**src/rtl/core/wlmpf_pkg.sv**
```systemverilog
// ----------------------------------------------------------------------------
// wlmpf_pkg
// shared types and constants of the windowed local-maximum peak finder
// ----------------------------------------------------------------------------
package wlmpf_pkg;

	// widest half window and the window that follows from it
	localparam int MAX_HW      = 8;
	localparam int WIN_DEPTH   = 2 * MAX_HW + 1;
	localparam int HW_W        = 4;
	localparam int SLOT_W      = $clog2(MAX_HW);
	localparam int DATA_W      = 32;
	localparam int IDX_W       = 16;
	localparam logic [IDX_W-1:0] IDX_MAX = {IDX_W{1'b1}};

	// queue between classifier and emitter
	localparam int QUEUE_DEPTH = 4;
	localparam int QPTR_W      = $clog2(QUEUE_DEPTH);
	localparam int QCNT_W      = $clog2(QUEUE_DEPTH + 1);

	// register map
	localparam int CFG_IDX_W = 1;
	localparam logic [CFG_IDX_W-1:0] REG_HALF_WIDTH = 1'b0;
	localparam logic [CFG_IDX_W-1:0] REG_MIN_HEIGHT = 1'b1;
	localparam logic [HW_W-1:0]   HALF_WIDTH_RESET = 4'd3;
	localparam logic [DATA_W-1:0] MIN_HEIGHT_RESET = 32'd5120;

	typedef struct packed {
		logic signed [DATA_W-1:0] sample;
		logic                     last_sample;
	} in_item_t;

	typedef struct packed {
		logic [IDX_W-1:0]         peak_index;
		logic signed [DATA_W-1:0] peak_value;
		logic                     trace_done;
	} out_item_t;

	// one classified item: bit k-1 of peak_mask marks the centre k back from newest
	typedef struct packed {
		logic [MAX_HW-1:0]             peak_mask;
		logic [MAX_HW-1:0][DATA_W-1:0] centre_values;
		logic [IDX_W-1:0]              position;
		logic                          last_sample;
	} qentry_t;

endpackage

```
**src/rtl/core/wlmpf_queue.sv**
```systemverilog
// ----------------------------------------------------------------------------
// wlmpf_queue
// short first-in first-out queue of classified items
// ----------------------------------------------------------------------------
module wlmpf_queue (
	input  logic               clk,
	input  logic               arst_n,
	input  logic               push,
	input  wlmpf_pkg::qentry_t push_entry,
	input  logic               pop,
	output logic               full,
	output logic               not_empty,
	output wlmpf_pkg::qentry_t head_entry
);

	wlmpf_pkg::qentry_t                 mem_q [wlmpf_pkg::QUEUE_DEPTH];
	logic [wlmpf_pkg::QPTR_W-1:0]       wr_ptr_q;
	logic [wlmpf_pkg::QPTR_W-1:0]       rd_ptr_q;
	logic [wlmpf_pkg::QCNT_W-1:0]       count_q;

	assign full       = (count_q == wlmpf_pkg::QCNT_W'(wlmpf_pkg::QUEUE_DEPTH));
	assign not_empty  = (count_q != '0);
	assign head_entry = mem_q[rd_ptr_q];

	always_ff @(posedge clk) begin
		if (push) begin
			mem_q[wr_ptr_q] <= push_entry;
		end
	end

	always_ff @(posedge clk or negedge arst_n) begin
		if (!arst_n) begin
			wr_ptr_q <= '0;
			rd_ptr_q <= '0;
			count_q  <= '0;
		end else begin
			if (push) begin
				wr_ptr_q <= wr_ptr_q + 1'b1;
			end
			if (pop) begin
				rd_ptr_q <= rd_ptr_q + 1'b1;
			end
			if (push && !pop) begin
				count_q <= count_q + 1'b1;
			end else if (pop && !push) begin
				count_q <= count_q - 1'b1;
			end
		end
	end

endmodule

```
**config.mk**
```make
export PLATFORM = sky130hd
export DESIGN_NAME = wlmpf_queue
export DESIGN_NICKNAME = d
export VERILOG_FILES = /design/src/rtl/core/wlmpf_pkg.sv /design/src/rtl/core/wlmpf_queue.sv
export SDC_FILE = /design/constraint.sdc
export NUM_CORES = 1
export LEC_CHECK = 0
export ABC_AREA = 1
export BUFFER_PORTS_ARGS = -buffer_cell sky130_fd_sc_hd__buf_2
export CAP_MARGIN = 20
export CELL_PAD_IN_SITES_DETAIL_PLACEMENT = 1
export CELL_PAD_IN_SITES_GLOBAL_PLACEMENT = 2
export CORE_AREA = 5 5 368 370
export CTS_BUF_LIST = sky130_fd_sc_hd__clkbuf_4 sky130_fd_sc_hd__clkbuf_8
export DETAILED_ROUTE_END_ITERATION = 6
export DIE_AREA = 0 0 373 375
export PLACE_DENSITY_LB_ADDON = 0.05
export SLEW_MARGIN = 20
export SYNTH_ARGS = -nofsm -noshare
export SYNTH_HDL_FRONTEND = slang
export SYNTH_SLANG_ARGS = --single-unit
export TNS_END_PERCENT = 30
```
**constraint.sdc**
```tcl
create_clock -name clk -period 16 [get_ports clk]
set_input_delay 0 -clock clk [delete_from_list [all_inputs] [get_ports clk]]
set_output_delay 0 -clock clk [all_outputs]
set_load 0.02 [all_outputs]
```
Word-level counts from Yosys, hierarchy flattened
Memory sizes are Yosys's and may differ from the RTL's.
Cells that the tools add are included.

operators by class
  muxes and demuxes = 4
  reduce and logical (&&, ||, !) cells = 6
  add/subtract/negate cells = 4
  equal/unequal tests = 1

operators by type and width
  operator               count
  $mux W3                2
  $add A2 B1 Y2 const B  2
  $add A3 B1 Y3 const B  1
  $eq A3 B3 Y1 const B   1
  $reduce_bool A3 Y1     1
  $sub A3 B1 Y3 const B  1
  $logic_and A1 B1 Y1    2
  $logic_not A1 Y1       2
  $mux W1                2
  $reduce_bool A2 Y1     1

word-level totals
  memory bits (writable) = 1124
  output and inout bits = 283
  input port bits = 285
  memories = 1
  word-level logic and storage cells = 19
  register bits after elaboration = 7

memories
  memory  depth  bits a word  rd ports  clocked after memory_dff  wr ports  line               source
  mem_q   4      281          1         0                         1         wlmpf_queue.sv:16  wlmpf_pkg::qentry_t mem_q [wlmpf_pkg::QUEUE_DEPTH];

Depth between registers and ports, before layout
  depth after elaboration = 4
  gate-level depth with buffers = 9
  gate-level depth less buffers = 9

Worst setup path before layout
Ideal clock, no wire load.

  kind = reg2reg
  start = register wr_ptr_q[0] (netlist bit)
  end = memory mem_q[2][0] (netlist bit) (enable)
  buffers on the path = 0
  library setup time = 0.632 ns
  clock period less this slack = 6.731 ns
  data arrival time = 6.099 ns
  data required time = 15.368 ns
  setup slack = 9.269 ns
  stages on the path, launching flop included = 5
  path through = dfrtp_1 > inv_1 > ha_1 > nand2_1 > inv_1

RTL lines
  what                      line               source
  start: declaration        wlmpf_queue.sv:17  logic [wlmpf_pkg::QPTR_W-1:0] wr_ptr_q;
  start signal: assignment  wlmpf_queue.sv:38  wr_ptr_q <= wr_ptr_q + 1'b1;
  end: declaration          wlmpf_queue.sv:16

Straight into the memory's write port.

==> results.ini <==
[outcome]
status=completed

[floorplanning]
dieArea_mm2=0.1399
core_area_mm2=0.1323
pin_count=568
start_util_pct=34.56
die_w_um=373
fp-row-count=134
die_h_um=375

[synth]
synth_edf_count=1124
synth_cell_type_count=20
synth_area_leader_cell=edfxtp_1
syn-cell-area_mm2=0.04571
synthCells=3327
syn_area_per_cell_um2=13.74
synthFlopType=edfxtp_1
async_flop_share_pct=0.6189
yosysWarnings=0
ys_top_cells_by_count=edfxtp_1, nand2_1, inv_1, o211ai_1, o211ai_2
synth_top_area_share_pct=73.83
yosys-top-cells-area=edfxtp_1, nand2_1, o211ai_1
synth_most_common_cell=edfxtp_1
synth_nets=3618
ys_seq_area_share_pct=74.22
ys_seq_elements=1131

[detailed_routing]
antenna_left=0
drtIter0Drc=1300
totalWireLength_um=129000
avgViaCountPerCell=4.629
drcViolationCount=0
routedWlPerCell_um=19.99
drtPass1Iterations=5
top_layer_used=met5
vias=29880
wl_met3_um=7594
dr_wl_met2_um=64710
drt-met1-wl_um=53640

[worst_setup_path]
rrSetupSlack_ps=11900
cp_max_fo=220
arrival_ps=5250
setup.worst_path.class=reg -> out
cp.required_ps=16000
worst_setup_path_start_kind=flip-flop
endpoint_kind=output pin

[grt]
gr-total-overflow=0
grt_pass1_vias=33280
antenna_found_initial=22
grt_usage_pct=18.14
grt_first_pass_wirelength_um=195500
grt_max_degree=221

[layout]
area_growth_pct=30.68
drive_gt1_share_pct=23.93
final_area_mm2=0.05974
fin_cells=6454
layout.nets=4794
fin_util_pct=45.16

[sta]
report.final.hold_viol_count=0
layout_min_cycle_time_ps=5254
clock_skew_ps=58.25
final-setup-viol-count=0
relSlewSlack_pct=18.11
fin_setup_tns_ps=0
fmax_mhz=190.3
finalMaxSlewViolations=0
rsz0062_at_grt=false
tightestPinTransition_ps=1228
period_share_pct=32.84

[placed_design]
post-dp-hpwl_um=74700
place_area_mm2=0.05002
place_congestion=0.7328
port_buffers=567
dpl.cell_count=5498

[cts]
root_buffer=clkbuf_8
clock_path_buffers=3
clk_pin_slew_worst_paths_ps=60
htree_levels=4
cts_tree=built
numCtsBuffers=203
insertion_delay_ps=880
cts_post_setup_buffers_inserted=0
cts.sinks=1131
ctsResizeCount=0

[hold_path]
hold_class=in -> async

[power]
leakagePower_nw=23.89
power_density_mw_per_mm2=182.4
vdd_drop_max_mv=0.1486

[run]
drv_cap=0

==> through the flow <==
stage	setup slack [ps]	hold slack (ps)	power, mW
floorplan	9269	-295.6	6.922
global placement	11600	-133.3	8.211
detailed placement	11650	-127.2	8.316
CTS	10710	73.74	11.14
global route	10390	122.2	11.58
finish	10750	173.3	10.89
==> worst max-delay path: stages (launching register included) <==
cell	delay (ps)
dfrtp_4	910
buf_12	770
buf_12	740
buf_4	930
nand2_1	160
o211ai_2	100
nand2_1	120
buf_2	180
==> cells in the final DEF (no fill, tap or decap), types with 2 or more instances in the layout <==
master and instances:
ha_1 5, clkinv_2 13, dfrtp_4 2, clkbuf_8 210, inv_1 569, clkbuf_4 78
dfrtp_1 5, buf_4 16, diode_2 18, nand2_1 857, dlygate4sd3_1 568, bufinv_16 3
inv_6 3, edfxtp_1 1124, o211ai_2 200, buf_12 7, inv_8 11, buf_2 567
o211ai_1 362, inv_12 2, clkinvlp_4 4, xor2_1 3, clkinv_1 51
==> worst paths after layout <==
kind                                               from                       to  depth (start not counted)
worst max register to register  wr_ptr_q[0]$_DFFE_PN0P_  mem_q[2][111]$_DFFE_PP_                          7
worst max-delay path            rd_ptr_q[0]$_DFFE_PN0P_          head_entry[113]                          7
worst min register to register   count_q[2]$_DFFE_PN0P_   count_q[2]$_DFFE_PN0P_                          2
worst min-delay path                             arst_n   count_q[2]$_DFFE_PN0P_                          3
min in group clk                                    pop   count_q[0]$_DFFE_PN0P_                          5
max in group asynchronous                        arst_n  rd_ptr_q[1]$_DFFE_PN0P_                          3
==> power by group <==
group | leakage, nW | total [mW] | internal (mW) | switching [mW]
combinational | 11.4 | 4.18 | 1.18 | 3.00
sequential | 10.4 | 4.07 | 3.88 | 0.182
clock | 2.11 | 2.65 | 1.45 | 1.20
total | 23.9 | 10.9 | 6.51 | 4.38
==> sequential cells by signal, summed over array words and instances, names as in the netlist <==
| register | count |
|---|---|
| wr_ptr_q | 2 |
| count_q | 3 |
| rd_ptr_q | 2 |
| mem_q | 1124 |
==> repair_timing <==
item | 4_1_cts | 5_1_grt
endpoints found under the hold margin | 1206 | 0
hold buffers | 568 | 0
endpoints found under the setup margin | 0 | 0
==> kinds of logic after synthesis <==
group,Yosys count,synth area share (%)
buffers and inverters,762,7.015
flip-flops,1131,74.22
XOR/XNOR,4,0.07665
AND/OR/NAND/NOR,861,7.081
AO/OA/AOI/OAI,563,11.43
adder cells (fa/ha/maj),6,0.1806
==> layout make-up <==
cell class / instances / area [um2]
Fill cell: 13690 / 72550
Sequential cell: 1131 / 33940
Timing Repair Buffer: 1159 / 8795
Multi-Input combinational cell: 1434 / 8579
Clock buffer: 288 / 3476
Tap cell: 1768 / 2212
Inverter: 574 / 2192
Clock inverter: 82 / 503.0
Antenna cell: 18 / 45.04
==> per-layer routing <==
metal	vias to the layer above	global-route usage, %
met2	588	32.02
met3	213	5.362
li1	14070	-
met4	12	5.269
met5	-	0
met1	15000	21.50
Power figures use the tool's default switching activity.
