$ cat src/rtl/core/wlmpf_pkg.sv
// ----------------------------------------------------------------------------
// wlmpf_pkg
// shared types and constants of the windowed local-maximum peak finder
// ----------------------------------------------------------------------------
package wlmpf_pkg;

	// widest half window and the window that follows from it
	localparam int MAX_HW      = 8;
	localparam int WIN_DEPTH   = 2 * MAX_HW + 1;
	localparam int HW_W        = 4;
	localparam int SLOT_W      = $clog2(MAX_HW);
	localparam int DATA_W      = 32;
	localparam int IDX_W       = 16;
	localparam logic [IDX_W-1:0] IDX_MAX = {IDX_W{1'b1}};

	// queue between classifier and emitter
	localparam int QUEUE_DEPTH = 4;
	localparam int QPTR_W      = $clog2(QUEUE_DEPTH);
	localparam int QCNT_W      = $clog2(QUEUE_DEPTH + 1);

	// register map
	localparam int CFG_IDX_W = 1;
	localparam logic [CFG_IDX_W-1:0] REG_HALF_WIDTH = 1'b0;
	localparam logic [CFG_IDX_W-1:0] REG_MIN_HEIGHT = 1'b1;
	localparam logic [HW_W-1:0]   HALF_WIDTH_RESET = 4'd3;
	localparam logic [DATA_W-1:0] MIN_HEIGHT_RESET = 32'd5120;

	typedef struct packed {
		logic signed [DATA_W-1:0] sample;
		logic                     last_sample;
	} in_item_t;

	typedef struct packed {
		logic [IDX_W-1:0]         peak_index;
		logic signed [DATA_W-1:0] peak_value;
		logic                     trace_done;
	} out_item_t;

	// one classified item: bit k-1 of peak_mask marks the centre k back from newest
	typedef struct packed {
		logic [MAX_HW-1:0]             peak_mask;
		logic [MAX_HW-1:0][DATA_W-1:0] centre_values;
		logic [IDX_W-1:0]              position;
		logic                          last_sample;
	} qentry_t;

endpackage

$ cat src/rtl/core/wlmpf_front.sv
// ----------------------------------------------------------------------------
// wlmpf_front
// sample window, trace position and parallel peak classification
// ----------------------------------------------------------------------------
module wlmpf_front (
	input  logic                                 clk,
	input  logic                                 arst_n,
	input  logic                                 sample_valid,
	output logic                                 sample_stall,
	input  wlmpf_pkg::in_item_t                  sample_item,
	input  logic [wlmpf_pkg::HW_W-1:0]           hw_eff,
	input  logic signed [wlmpf_pkg::DATA_W-1:0]  min_height,
	input  logic                                 q_full,
	output logic                                 q_push,
	output wlmpf_pkg::qentry_t                   q_entry
);

	logic signed [wlmpf_pkg::DATA_W-1:0] win_q [wlmpf_pkg::WIN_DEPTH];
	logic [wlmpf_pkg::IDX_W-1:0]         count_q;
	logic                                valid_s1;
	logic [wlmpf_pkg::IDX_W-1:0]         pos_s1;
	logic                                last_s1;
	logic [wlmpf_pkg::MAX_HW-1:0]        mask;
	logic                                need_push;
	logic                                accept;

	assign need_push    = valid_s1 && ((mask != '0) || last_s1);
	assign sample_stall = need_push && q_full;
	assign accept       = sample_valid && !sample_stall;
	assign q_push       = need_push && !q_full;

	// window shifts only on accept, so it always matches the item in s1
	always_ff @(posedge clk) begin
		if (accept) begin
			for (int i = wlmpf_pkg::WIN_DEPTH - 1; i > 0; i--) begin
				win_q[i] <= win_q[i-1];
			end
			win_q[0] <= sample_item.sample;
		end
	end

	always_ff @(posedge clk or negedge arst_n) begin
		if (!arst_n) begin
			count_q  <= '0;
			valid_s1 <= 1'b0;
			last_s1  <= 1'b0;
			pos_s1   <= '0;
		end else if (!sample_stall) begin
			valid_s1 <= accept;
			if (accept) begin
				pos_s1  <= count_q;
				last_s1 <= sample_item.last_sample;
				if (sample_item.last_sample) begin
					count_q <= '0;
				end else if (count_q != wlmpf_pkg::IDX_MAX) begin
					count_q <= count_q + 1'b1;
				end
			end
		end
	end

	// every candidate centre is judged at once
	always_comb begin
		logic ok;
		logic signed [wlmpf_pkg::DATA_W-1:0] c;
		logic signed [wlmpf_pkg::DATA_W-1:0] l;
		logic signed [wlmpf_pkg::DATA_W-1:0] r;
		mask = '0;
		for (int k = 1; k <= wlmpf_pkg::MAX_HW; k++) begin
			c  = win_q[k];
			l  = win_q[k+1];
			r  = win_q[k-1];
			ok = last_s1 ? (wlmpf_pkg::HW_W'(k) <= hw_eff) : (wlmpf_pkg::HW_W'(k) == hw_eff);
			ok = ok && (pos_s1 >= wlmpf_pkg::IDX_W'(k + 1));
			// slope sign drops at the centre
			ok = ok && (c >= l) && (c >= r) && !((c == l) && (c == r));
			// left window, clipped at the trace start
			for (int j = 1; j <= wlmpf_pkg::MAX_HW; j++) begin
				if ((wlmpf_pkg::HW_W'(j) <= hw_eff) && (pos_s1 >= wlmpf_pkg::IDX_W'(k + j))
						&& (win_q[k+j] > c)) begin
					ok = 1'b0;
				end
			end
			// right window, clipped at the newest sample
			for (int j = 1; j <= k; j++) begin
				if ((wlmpf_pkg::HW_W'(j) <= hw_eff) && (win_q[k-j] > c)) begin
					ok = 1'b0;
				end
			end
			mask[k-1] = ok && (c >= min_height);
		end
	end

	always_comb begin
		q_entry.peak_mask   = mask;
		q_entry.position    = pos_s1;
		q_entry.last_sample = last_s1;
		for (int k = 1; k <= wlmpf_pkg::MAX_HW; k++) begin
			q_entry.centre_values[k-1] = win_q[k];
		end
	end

endmodule

$ cat config.mk
export PLATFORM = sky130hd
export DESIGN_NAME = wlmpf_front
export DESIGN_NICKNAME = d
export VERILOG_FILES = /design/src/rtl/core/wlmpf_pkg.sv /design/src/rtl/core/wlmpf_front.sv
export SDC_FILE = /design/constraint.sdc
export NUM_CORES = 2
export LEC_CHECK = 0
export ABC_AREA = 0
export BUFFER_PORTS_ARGS = -buffer_cell sky130_fd_sc_hd__buf_4
export CAP_MARGIN = 20
export CELL_PAD_IN_SITES_DETAIL_PLACEMENT = 1
export CELL_PAD_IN_SITES_GLOBAL_PLACEMENT = 2
export CORE_ASPECT_RATIO = 0.6
export CORE_MARGIN = 2
export CORE_UTILIZATION = 42
export CTS_BUF_LIST = sky130_fd_sc_hd__clkbuf_4 sky130_fd_sc_hd__clkbuf_8
export DETAILED_ROUTE_END_ITERATION = 12
export HOLD_SLACK_MARGIN = 0.1
export PLACE_DENSITY_LB_ADDON = 0.1
export SETUP_SLACK_MARGIN = 0.05
export SYNTH_ARGS = -nofsm -noshare
export SYNTH_HDL_FRONTEND = slang
export SYNTH_SLANG_ARGS = --single-unit
$ cat constraint.sdc
create_clock -name clk -period 17.9 [get_ports clk]
set_input_delay 2.685 -clock clk [delete_from_list [all_inputs] [get_ports clk]]
set_output_delay 2.685 -clock clk [all_outputs]
set_load 0.01 [all_outputs]
Word-level counts from Yosys, hierarchy flattened
Memory sizes are Yosys's and may differ from the RTL's.
Cells that the tools add are included.
{"block": "word_totals", "inputBits": 73, "mem_bits_rw": 544, "out_inout_bits": 283, "wordCells": 522, "memories": 1, "regBits": 34}
{"name": "win_q", "words": 17, "width": 32, "rd": 17, "rd_ports_with_merged_regs": 0, "wr": 17, "line": "wlmpf_front.sv:18", "source": "logic signed [wlmpf_pkg::DATA_W-1:0] win_q [wlmpf_pkg::WIN_DEPTH];"}
{"block": "op_classes", "n_eq_ne": 25, "addsub": 1, "n_reduce_logical": 231, "bitwise_logic": 1, "n_mux": 112, "magnitude_cmp": 147}
{"operator": "$gt 32x32->1", "n": 100}
{"operator": "$ge 32x32->1", "n": 24}
{"operator": "$eq 32x32->1", "n": 16}
{"operator": "$logic_and 1x1->1", "n": 216}
{"operator": "$ge 16x4->1 const B", "n": 8}
{"operator": "$mux 1", "n": 110}
{"operator": "$ge 16x3->1 const B", "n": 4}
{"operator": "$ge 16x2->1 const B", "n": 2}
{"operator": "$mux 16", "n": 2}
{"operator": "$add 16x1->16 const B", "n": 1}
{"operator": "$eq 3x4->1 const A", "n": 4}
{"operator": "$ge 16x5->1 const B", "n": 1}
{"operator": "$le 3x4->1 const A", "n": 4}
{"operator": "$ne 16x16->1 const B", "n": 1}
{"operator": "$logic_not 1->1", "n": 10}
{"operator": "$eq 2x4->1 const A", "n": 2}
{"operator": "$le 2x4->1 const A", "n": 2}
{"operator": "$reduce_bool 8->1", "n": 1}
{"operator": "$eq 1x4->1 const A", "n": 1}
{"operator": "$eq 4x4->1 const A", "n": 1}
{"operator": "$le 1x4->1 const A", "n": 1}
{"operator": "$le 4x4->1 const A", "n": 1}
{"operator": "$reduce_and 3->1", "n": 1}
{"operator": "$reduce_and 2->1", "n": 1}
{"operator": "other kinds (3)", "n": 3}

Logic depth before layout (Yosys ltp)
{"block": "depth", "depth_word": 31, "ltp_mapped": 16}

Least setup slack after synthesis
No wires, ideal clock.
{"block": "synth_path", "path_type": "input to register", "startpoint": "input port min_height[30] in the netlist's numbering", "endpoint": "memory win_q[0][0] in the netlist's numbering (enable)", "t_arrival_ns": 15.726, "setup_time_ns": 0.891, "required_time_ns": 17.009, "stages": 16, "setup_slack_ns": 1.283, "cell_sequence": "inv_1 ha_1 nand4_1 nor4_1 a21oi_1 o211ai_1 mux2_2 a31oi_1 nand3b_1 nor4b_1 a211oi_1 and3_1 buf_2 o21ai_4 buf_6 inv_1"}
{"item": "start: declaration", "line": "wlmpf_front.sv:12", "source": "input logic signed [wlmpf_pkg::DATA_W-1:0] min_height,"}
{"item": "end: declaration", "line": "wlmpf_front.sv:18"}

==> reports/results.ini <==
[power]
clock_power_share_pct = 23.1
vdd_drop_max_mv = 0.05289
intPower_uw = 3431
p_sw_uw = 3025
p_leak_uw = 0.04153
power_uw = 6457
power_frac_comb_pct = 47.2
powerDensity_mw_per_mm2 = 74.34
p_seq_share_pct = 29.7
p_sw_share_pct = 46.86

[yosys]
async_flop_share_pct = 5.882
ys_ff_latch = 578
synth_top_area_cell = ha_1
yosys_warnings = 0
synth_nets = 10770
syn_inst = 8132
synthTopCellsByArea = ha_1, edfxtp_1, a21oi_1
synth_top_area_share_pct = 40.94
synth_area_sq_mm = 0.07826
avgSynthCellArea_sq_um = 9.624
ys_seq_area_share_pct = 21.96
yosysUniqueCellTypes = 85
synth_top_flop_cell = edfxtp_1
synth-edff-count = 544

[timing]
rsz0062_at_grt = no
timing.hold.ws_ps = 453.7
drv_slew = 0
post-route-min-period_ps = 10400
setup_viol = 0
max_freq_mhz = 96.18
tightest_slew_ps = 1353
period_share_pct = 58.08
finalClockSkew_ps = 82.28
relSlewSlack_pct = 9.123
final-hold-violation-count = 0
final.setup.tns_ps = 0

[job]
drv_cap = 0

[detailed_routing]
wl_um = 424300
wl_met3_um = 51500
routed.top_layer = met5
post_drt_wl_per_cell_um = 37.84
wl_met2_um = 167600
num_vias = 77560
drc = 0
first_pass_iters = 6
vias_per_cell = 6.917
drt_iter0_drc = 9933
met1Wirelength_um = 184100
antenna_left = 0

[clock_network]
root_buffer = clkbuf_8
clock_latency_ps = 940
post_cts_buffers = 0
cts_buffer_depth = 3
htree_levels = 3
hold_buffers = 0
cts.clk_slew.worst_paths_ps = 60
cts_tree = built
post_cts_resized = 0
clock_sinks = 578
numCtsBuffers = 104

[global_route]
grt_pass1_wl_um = 578400
antenna_found_initial = 39
grt_usage_pct = 43.02
overflow = 0
grt_max_degree = 101
grt_pass1_vias = 77390

[min_path]
hold_depth = 0
hold_class = reg2reg

[outcome]
status = finished clean

[setup_path]
reg2reg_depth = 19
cp.required_ps = 15210
worstSetupPathType = in2out
worst_setup_path_end_kind = output pin
cp_max_fo = 8
startpoint_type = input port
worstPathArrival_ps = 7710

[cells_and_area]
area_growth_pct = 10.98
nNetsFinal = 11270
final_common_cell = ha_1
layout-drive-gt1-share_pct = 10.44
layout_common_cells = ha_1, a21oi_1, buf_4

[place]
dp_hpwl_um = 347400
portBuffers = 355
gp_congestion = 1.048

[floorplanning]
start_util_pct = 42.37
die_x_um = 561.3
num_rows = 122
core_sq_mm = 0.1847
die_y_um = 338.4
ioPinCount = 356
dieArea_sq_mm = 0.1899

per-stage QoR:
stage	std cells	instance area (sq um)	worst slack, ps	utilization (%)
after CTS	11190	86680	7757	46.93
after floorplan	8132	78260	1283	-
after detailed placement	11000	84420	7773	45.71
final	11210	86860	7503	47.03
after global placement	11000	84420	7701	45.71
after global routing	11210	86840	7611	47.02
final cells by class:
type                       instances  area (sq um)
antenna                           10         25.02
clock buffer                     130          1664
timing repair buffer             683          5185
sequential                       578         17190
fill                           20900         97840
inverter                         397          1498
multi-input combinational       6874         57600
clock inverter                    61         594.3
tap                             2480          3103
worst max-delay path, cell delays in order:
cell	delay [ps]
buf_4	80
inv_1	150
ha_1	430
and4_1	250
nand4_1	170
nor4_1	830
a21oi_1	170
xnor2_1	240
a22oi_1	720
nand3_1	150
or4_1	430
nor4_1	1110
buf_4	280
flip-flops by register name, summed over array words and instances, names as in the netlist:
name and count:
valid_s1 1, pos_s1 16, win_q 544, last_s1 1, count_q 16
kinds of logic (layout without fill, tap and decap cells):
logic type      Yosys count  in the layout  share of synthesized area [%]
mux                      47             47                         0.6395
flops                   578            578                          21.96
xor+xnor                 20             20                         0.2238
simple gates           1984           1984                          13.53
compound gates         2262           2262                          18.18
fa+ha+maj              2561           2561                          40.94
other cells               0             10                              0
buf+inv                 680           1271                          4.518
power groups by stage:
stage / logic [uW] / clock network, uW / registers, uW
6_report: 3050 / 1490 / 1920
3_3_place_gp: 2720 / 0 / 1920
2_1_floorplan: 1670 / 0 / 1850
3_5_place_dp: 2890 / 0 / 1920
5_1_grt: 3260 / 1550 / 1910
4_1_cts: 2910 / 1500 / 1900
final timing paths:
kind / from / to / slack (ps)
hold reg to reg: win_q[0][480] / win_q[0][512] / 450
setup / recovery: min_height[31] / q_entry[279] / 7500
min in group asynchronous: arst_n / count_q[9] / 1720
setup reg to reg: win_q[0][231] / win_q[0][492] / 8940
hold / removal: win_q[0][480] / win_q[0][512] / 450
max in group asynchronous: arst_n / count_q[10] / 15820
metal layers:
layer	vias up	track usage, %
li1	33060	-
met1	39140	60.51
met2	4526	60.14
met3	820	12.52
met4	4	19.12
met5	-	0
synthesized netlist by cell type (35+ instances only):
cell type  number
a2111oi_0      35
a211oi_1       69
a21o_1        366
a21oi_1       944
a221o_1        36
a221oi_1       72
and4_1         87
buf_4         257
edfxtp_1      544
ha_1         2561
inv_1         397
nand2_1       526
nand2b_1       41
nand3_1       186
nand4_1       496
nor2_1        215
nor2b_1       105
nor3_1         77
nor4_1        106
o211ai_1      103
o21a_1         39
o21ai_0       336
No activity file was read; power rests on OpenSTA's default activity.
