### src/rtl/core/wlmpf_pkg.sv
// ----------------------------------------------------------------------------
// wlmpf_pkg
// shared types and constants of the windowed local-maximum peak finder
// ----------------------------------------------------------------------------
package wlmpf_pkg;

	// widest half window and the window that follows from it
	localparam int MAX_HW      = 8;
	localparam int WIN_DEPTH   = 2 * MAX_HW + 1;
	localparam int HW_W        = 4;
	localparam int SLOT_W      = $clog2(MAX_HW);
	localparam int DATA_W      = 32;
	localparam int IDX_W       = 16;
	localparam logic [IDX_W-1:0] IDX_MAX = {IDX_W{1'b1}};

	// queue between classifier and emitter
	localparam int QUEUE_DEPTH = 4;
	localparam int QPTR_W      = $clog2(QUEUE_DEPTH);
	localparam int QCNT_W      = $clog2(QUEUE_DEPTH + 1);

	// register map
	localparam int CFG_IDX_W = 1;
	localparam logic [CFG_IDX_W-1:0] REG_HALF_WIDTH = 1'b0;
	localparam logic [CFG_IDX_W-1:0] REG_MIN_HEIGHT = 1'b1;
	localparam logic [HW_W-1:0]   HALF_WIDTH_RESET = 4'd3;
	localparam logic [DATA_W-1:0] MIN_HEIGHT_RESET = 32'd5120;

	typedef struct packed {
		logic signed [DATA_W-1:0] sample;
		logic                     last_sample;
	} in_item_t;

	typedef struct packed {
		logic [IDX_W-1:0]         peak_index;
		logic signed [DATA_W-1:0] peak_value;
		logic                     trace_done;
	} out_item_t;

	// one classified item: bit k-1 of peak_mask marks the centre k back from newest
	typedef struct packed {
		logic [MAX_HW-1:0]             peak_mask;
		logic [MAX_HW-1:0][DATA_W-1:0] centre_values;
		logic [IDX_W-1:0]              position;
		logic                          last_sample;
	} qentry_t;

endpackage

### src/rtl/core/wlmpf_back.sv
// ----------------------------------------------------------------------------
// wlmpf_back
// walks each queued item and emits its peaks and the done item
// ----------------------------------------------------------------------------
module wlmpf_back (
	input  logic                 clk,
	input  logic                 arst_n,
	input  logic                 q_valid,
	input  wlmpf_pkg::qentry_t   head_entry,
	output logic                 q_pop,
	output logic                 result_valid,
	input  logic                 result_stall,
	output wlmpf_pkg::out_item_t result_item
);

	logic [wlmpf_pkg::MAX_HW-1:0]   served_q;
	logic [wlmpf_pkg::MAX_HW-1:0]   remaining;
	logic [wlmpf_pkg::MAX_HW-1:0]   sel_onehot;
	logic [wlmpf_pkg::HW_W-1:0]     sel_k;
	logic [wlmpf_pkg::SLOT_W-1:0]   sel_slot;
	logic                           load;
	logic                           out_valid_q;
	wlmpf_pkg::out_item_t           out_q;
	wlmpf_pkg::out_item_t           next_item;
	logic                           last_peak;

	assign remaining = head_entry.peak_mask & ~served_q;
	assign load      = q_valid && (!out_valid_q || !result_stall);

	// highest remaining centre is the oldest position
	always_comb begin
		sel_onehot = '0;
		sel_k      = '0;
		sel_slot   = '0;
		for (int k = 1; k <= wlmpf_pkg::MAX_HW; k++) begin
			if (remaining[k-1]) begin
				sel_onehot = wlmpf_pkg::MAX_HW'(1) << (k - 1);
				sel_k      = wlmpf_pkg::HW_W'(k);
				sel_slot   = wlmpf_pkg::SLOT_W'(k - 1);
			end
		end
	end

	assign last_peak = ((remaining & ~sel_onehot) == '0) && !head_entry.last_sample;

	always_comb begin
		next_item = '0;
		if (remaining != '0) begin
			next_item.peak_index = (head_entry.position == wlmpf_pkg::IDX_MAX) ?
				wlmpf_pkg::IDX_MAX :
				head_entry.position - wlmpf_pkg::IDX_W'(sel_k);
			next_item.peak_value = head_entry.centre_values[sel_slot];
		end else begin
			next_item.trace_done = 1'b1;
		end
	end

	assign q_pop = load && ((remaining == '0) || last_peak);

	always_ff @(posedge clk or negedge arst_n) begin
		if (!arst_n) begin
			out_valid_q <= 1'b0;
			served_q    <= '0;
		end else begin
			if (load) begin
				out_valid_q <= 1'b1;
				served_q    <= q_pop ? '0 : (served_q | sel_onehot);
			end else if (!result_stall) begin
				out_valid_q <= 1'b0;
			end
		end
	end

	always_ff @(posedge clk) begin
		if (load) begin
			out_q <= next_item;
		end
	end

	assign result_valid = out_valid_q;
	assign result_item  = out_q;

endmodule

### config.mk
export PLATFORM = sky130hd
export DESIGN_NAME = wlmpf_back
export DESIGN_NICKNAME = d
export VERILOG_FILES = /design/src/rtl/core/wlmpf_pkg.sv /design/src/rtl/core/wlmpf_back.sv
export SDC_FILE = /design/constraint.sdc
export NUM_CORES = 1
export LEC_CHECK = 0
export BUFFER_PORTS_ARGS = -buffer_cell sky130_fd_sc_hd__buf_2
export CAP_MARGIN = 20
export CORE_MARGIN = 3
export CORE_UTILIZATION = 30
export DETAILED_ROUTE_END_ITERATION = 12
export MAX_ROUTING_LAYER = met4
export SLEW_MARGIN = 40
export SYNTH_ARGS = -nofsm -noshare
export SYNTH_HDL_FRONTEND = slang
export SYNTH_SLANG_ARGS = --single-unit
### constraint.sdc
create_clock -name clk -period 3.99 [get_ports clk]
set_clock_uncertainty 0.1 [all_clocks]
set_input_delay 0.399 -clock clk [delete_from_list [all_inputs] [get_ports clk]]
set_output_delay 0.399 -clock clk [all_outputs]
set_load 0.01 [all_outputs]
# Word-level counts from Yosys, hierarchy flattened
# Cells that the tools add are included.
# classes
addsub	1
mul	0
n_div	0
magnitude_cmp	1
eq_ne	2
n_shift	0
n_mux	30
bitwise_logic	5
n_reduce_logical	11
# op_table
op	count
binary-select mux 32 bit (select 3 bit)	1
2-to-1 mux 8 bit	7
2-to-1 mux 32 bit	1
2-to-1 mux 4 bit	7
2-to-1 mux 3 bit	6
AND 8 bit	2
== test 16 bit (second input constant)	1
logical NOT 8 bit	2
2-to-1 mux 16 bit	1
inverter 8 bit	2
subtractor 16 x 4 -> 16 bit	1
OR 8 bit	1
nonzero test 8 bit	1
2-to-1 mux 1 bit	6
< comparator 3 x 4 -> 1 bit (second input constant)	1
logical AND 1 bit	3
logical NOT 1 bit	3
logical OR 1 bit	2
2-to-1 mux 2 bit	1
inequality test 2 x 1 -> 1 bit (second input constant)	1
# word_totals
reg_bits	58
latchBits	0
ramBits	0
rom_bits	0
in_bits	285
output_inout_bits	51
elab_cells	55
n_memories	0

# Logic depth before layout (Yosys ltp)
# logic_depth
ltp_word	17
ltp_mapped	13
mapped_depth_nobuf	12

# Worst setup path before layout
# Ideal clock, no wire load.
# synth_timing
path_kind	register to output
start	reg out_valid_q (netlist: result_valid)
end	out q_pop
arrival_ns	2.962
required_time_ns	3.491
path_slack_ns	0.529
stages_incl_launch_ff	6
n_path_buf	1
path_cell_list	dfrtp_1 -> a21boi_0 -> clkbuf_1 -> nand2_1 -> a211oi_2 -> or2_1
# synth_between
elab_chain_cells	4
# synth_lines
item	line	text
start, declared	wlmpf_back.sv:22	logic out_valid_q;
start signal, assigned	wlmpf_back.sv:62	out_valid_q <= 1'b0;
start signal, assigned	wlmpf_back.sv:66	out_valid_q <= 1'b1;
start signal, assigned	wlmpf_back.sv:69	out_valid_q <= 1'b0;
logical NOT 1 bit	wlmpf_back.sv:28	assign load = q_valid && (!out_valid_q || !result_stall);
logical OR 1 bit	wlmpf_back.sv:28	
logical AND 1 bit	wlmpf_back.sv:28	
named net load	wlmpf_back.sv:21	logic load;
logical AND 1 bit	wlmpf_back.sv:58	assign q_pop = load && ((remaining == '0) || last_peak);
end, declared	wlmpf_back.sv:10	output logic q_pop,
# The timed path passes the listed nets, and every way through them passes these cells.

# Worst setup path after layout
# layout_timing
start	reg served_q[4] (netlist bit)
end	reg out_q, in the netlist result_item[43], data pin
# layout_between
elab_chain_cells	8
elab_cells_between_ends	9
classes_between	1 x add/sub; 5 x mux; 2 x bitwise; 1 x reduce/logical
# layout_lines
item	line	text
start, declared	wlmpf_back.sv:16	logic [wlmpf_pkg::MAX_HW-1:0] served_q;
start signal, assigned	wlmpf_back.sv:67	served_q <= q_pop ? '0 : (served_q | sel_onehot);
inverter 8 bit *	wlmpf_back.sv:27	assign remaining = head_entry.peak_mask & ~served_q;
AND 8 bit *	wlmpf_back.sv:27	
2-to-1 mux 4 bit (4 in series)	wlmpf_back.sv:36	if (remaining[k-1]) begin
subtractor 16 x 4 -> 16 bit	wlmpf_back.sv:51	head_entry.position - wlmpf_pkg::IDX_W'(sel_k);
2-to-1 mux 16 bit	wlmpf_back.sv:49	next_item.peak_index = (head_entry.position == wlmpf_pkg::IDX_MAX) ?
end signal, assigned	wlmpf_back.sv:76	out_q <= next_item;
end, declared	wlmpf_back.sv:23	wlmpf_pkg::out_item_t out_q;
# Mark *: on every way between the ends. The rest lies on a longest branch, timed or not.
# A chain may end at the register's enable or synchronous reset.

==> impl_results.md <==
* Largest net degree at the start of global routing at 53
* Largest cells by area after synthesis: edfxtp_1 (28%), mux2_2 (14%), nand4_1 (8.4%), mux2i_1 (6.3%), o221ai_1 (5.4%)
* CTS buffer count at 9
* Post-Place Cells at 1,060
* Via-per-instance ratio at 5.50
* M2 GR Usage at 37.7%
* Asr flop ratio synth at 15.5%
* Nets at 1,142
* Seq/Total Area, Yosys at 32.4%
* Syn_nets at 833
* Crit path max fanout at 5
* Layout cells sized above 1 at 53.6%
* Post-Syn Area per Cell at 9.64 sq um
* PwrDens at 661 nW/um^2
* WP depth at 12
* Post-synth top area cell: edfxtp_1
* Critical path data required time at 3.97 ns
* RSZ-0062 raised after global routing: false
* Area grow syn2layout at 43.0%
* Yosys reg bits at 58
* First-pass GRT wire length at 32.9 mm
* Top cell type's share of synthesized area at 28.1%
* R2R depth at 12
* Ys flop type: edfxtp_1
* Clock latency at the later pin of the worst-skew pair at 0.33 ns
* Worst-margin pin slew at 0.805 ns
* Die area at 19,100 sq um
* Final Slew Violations at 0
* Crit path largest cell delay at 0.42 ns
* Maximum VDD drop at 0.000251 V
* Cell class contributing the biggest share of worst-path delay: simple AND/OR/NAND/NOR gates
* Slowest CP cell: fa_1
* CTS tree: built
* H-tree levels at 3
* Global route hottest layer: met2
* Cell Chain, Critical Path: nand2b_1 -> o21ai_1 -> a31oi_1 -> nor2_1 -> ha_1 -> inv_1 -> fa_1 -> a21oi_1 -> o21ai_1 -> nor4_1 -> xnor2_1 -> nor2_1
* Cts repair resizes at 0
* Crit Path Category: reg2reg
* Sum of buffers and inverters on the critical path at 1
* Final period util at 78.2%
* Clk slew on worst S/H paths at 0.05 ns
* Leak Pwr at 3.24 nW
* Root Buffer: clkbuf_16
* Drt drc at 0
* Crit path launch type: flip-flop
* Hold crit path type: in2reg
* EDFF count, synth at 49
* Via count of the first global-routing pass at 5,906
* GRT overflow at 0
* Number of max-cap violations at 0
* Met1 Use GR at 27.4%
* Hold Path Depth at 2
* CP Capture Type: flip-flop
* Crit path arrival time at 3.10 ns
* Post-Layout Cell Count at 1,078
* Port Buffers at 335
* Die Ht at 138 um
* # IOs at 336
* Gate Count Post-Synth at 543
* Total number of vias at 5,931
* Die X at 138 um
* GRT Overall Usage at 22.2%
* Cell Area, Synth at 5240 sq um
* Final hold violation count at 0
* Antenna viol nets, final at 0
* Setup-failing EPs final at 0
* Initial antenna violation count at 1
* Yosys cell types at 56
* Core Rows at 47
* Rel. slew slack at 46.2%
* Routed wire length at 21.8 mm
* Syn. warnings at 0
* CTS Buffer Depth at 2
* Status: finished, final reports clean
* Core Box Area at 16,800 sq um
* Setup_tns at 0 ns
* Design Power at 4.95 mW
* Dpl hpwl at 16.4 mm
* CTS Sinks at 58
* Initial core utilization at 31.1%
* Met3 Usage GRT at 3.80%
* Wire per inst at 20.3 um
* Fmax at 320 MHz
* Iteration-0 DRC Markers at 298
* Pre-antenna DRT Iters at 4
* GP Congestion at 0.885
* Final critical-path required period at 3.12 ns
-- power breakdown --
group | internal (mW) | switching, mW | total [mW]
clock | 0.468 | 0.283 | 0.751
sequential | 0.980 | 0.0621 | 1.04
combinational | 1.30 | 1.85 | 3.15
-- cells in the mapped netlist, drive strengths merged (2+ instances only) --
cell type	instances
a21oi	14
nor2b	9
buf	24
a211oi	35
mux2	63
or2	3
nand2	4
o31ai	3
xnor2	3
nor3	17
edfxtp	49
o21a	3
nor4	3
nand3	4
or4	4
a31oi	4
o221ai	32
nand4	70
inv	5
o221a	2
ha	4
clkbuf	35
nor2	11
o21ai	41
and4	2
and3	33
nand2b	7
a41oi	4
mux2i	33
dfrtp	9
-- per-stage QoR --
step	area [sq um]	utilization (%)	hold slack (ns)	setup slack, ns
2_1_floorplan	5240	-	0.00341	0.529
3_3_place_gp	7130	42.4	0.168	0.764
3_5_place_dp	7180	42.7	0.170	0.681
4_1_cts	7480	44.5	0.153	0.808
5_1_grt	7490	44.5	0.178	0.624
6_report	7490	44.5	0.166	0.868
-- per-layer routing --
layer	up-vias	part of all wire (%)
li1	2842	-
met1	2772	41
met2	297	51
met3	20	7.0
met4	0	1.6
met5	-	0
-- final timing paths --
kind	start	endpoint	slack, ns
max	served_q[4]$_DFFE_PN0P_	result_item[43]$_SDFFCE_PP0P_	0.87
min	q_valid	result_valid$_DFFE_PN0P_	0.17
max reg2reg	served_q[4]$_DFFE_PN0P_	result_item[43]$_SDFFCE_PP0P_	0.87
min reg2reg	result_valid$_DFFE_PN0P_	result_valid$_DFFE_PN0P_	0.46
max in group asynchronous	arst_n	served_q[0]$_DFFE_PN0P_	3.23
min in group asynchronous	arst_n	served_q[3]$_DFFE_PN0P_	0.36
-- cells in the final DEF (no fill, tap or decap), drive strengths merged, types with 2 or more instances in the layout --
cell type	count
dfrtp	9
o21a	3
inv	5
o221ai	32
o221a	2
mux2	63
nor4	3
nor2b	9
xnor2	3
or2	3
clkinvlp	2
clkbuf	12
nand2b	7
nor2	11
mux2i	33
nand3	4
or4	4
o31ai	3
a211oi	35
edfxtp	49
and3	33
a41oi	4
and4	2
clkinv	2
o21ai	41
ha	4
nor3	17
nand2	4
a31oi	4
nand4	70
a21oi	14
buf	356
-- logic make-up (layout without fill, tap and decap cells) --
logic type / count (synthesis) / in the layout / synth area share (%)
compound gates: 145 / 145 / 19.4
xor+xnor: 4 / 4 / 0.669
fa+ha+maj: 6 / 6 / 1.53
buf+inv: 64 / 378 / 5.64
flops: 58 / 58 / 32.4
mux: 96 / 96 / 19.9
other cells: 0 / 1 / 0
simple gates: 170 / 170 / 20.5
-- state kept, by name, summed over array words and instances, names as in the netlist --
name	flops
served_q	8
result_valid	1
result_item	49
-- timing repair --
| action | 4_1_cts | 5_1_grt |
|---|---|---|
| buffers inserted | 0 | 0 |
| hold buffers | 1 | 0 |
| setup endpoints to repair | 0 | 0 |
| hold endpoints to repair | 9 | 0 |
-- cell type report --
| type | instances | area (sq um) |
|---|---|---|
| antenna | 1 | 2.50 |
| clock buffer | 12 | 267 |
| clock inverter | 4 | 25.0 |
| fill | 1678 | 9330 |
| inverter | 5 | 18.8 |
| multi-input combinational | 421 | 3290 |
| sequential | 58 | 1700 |
| tap | 220 | 275 |
| timing repair buffer | 357 | 1910 |
Note: power is estimated with default switching activity, not from simulation.
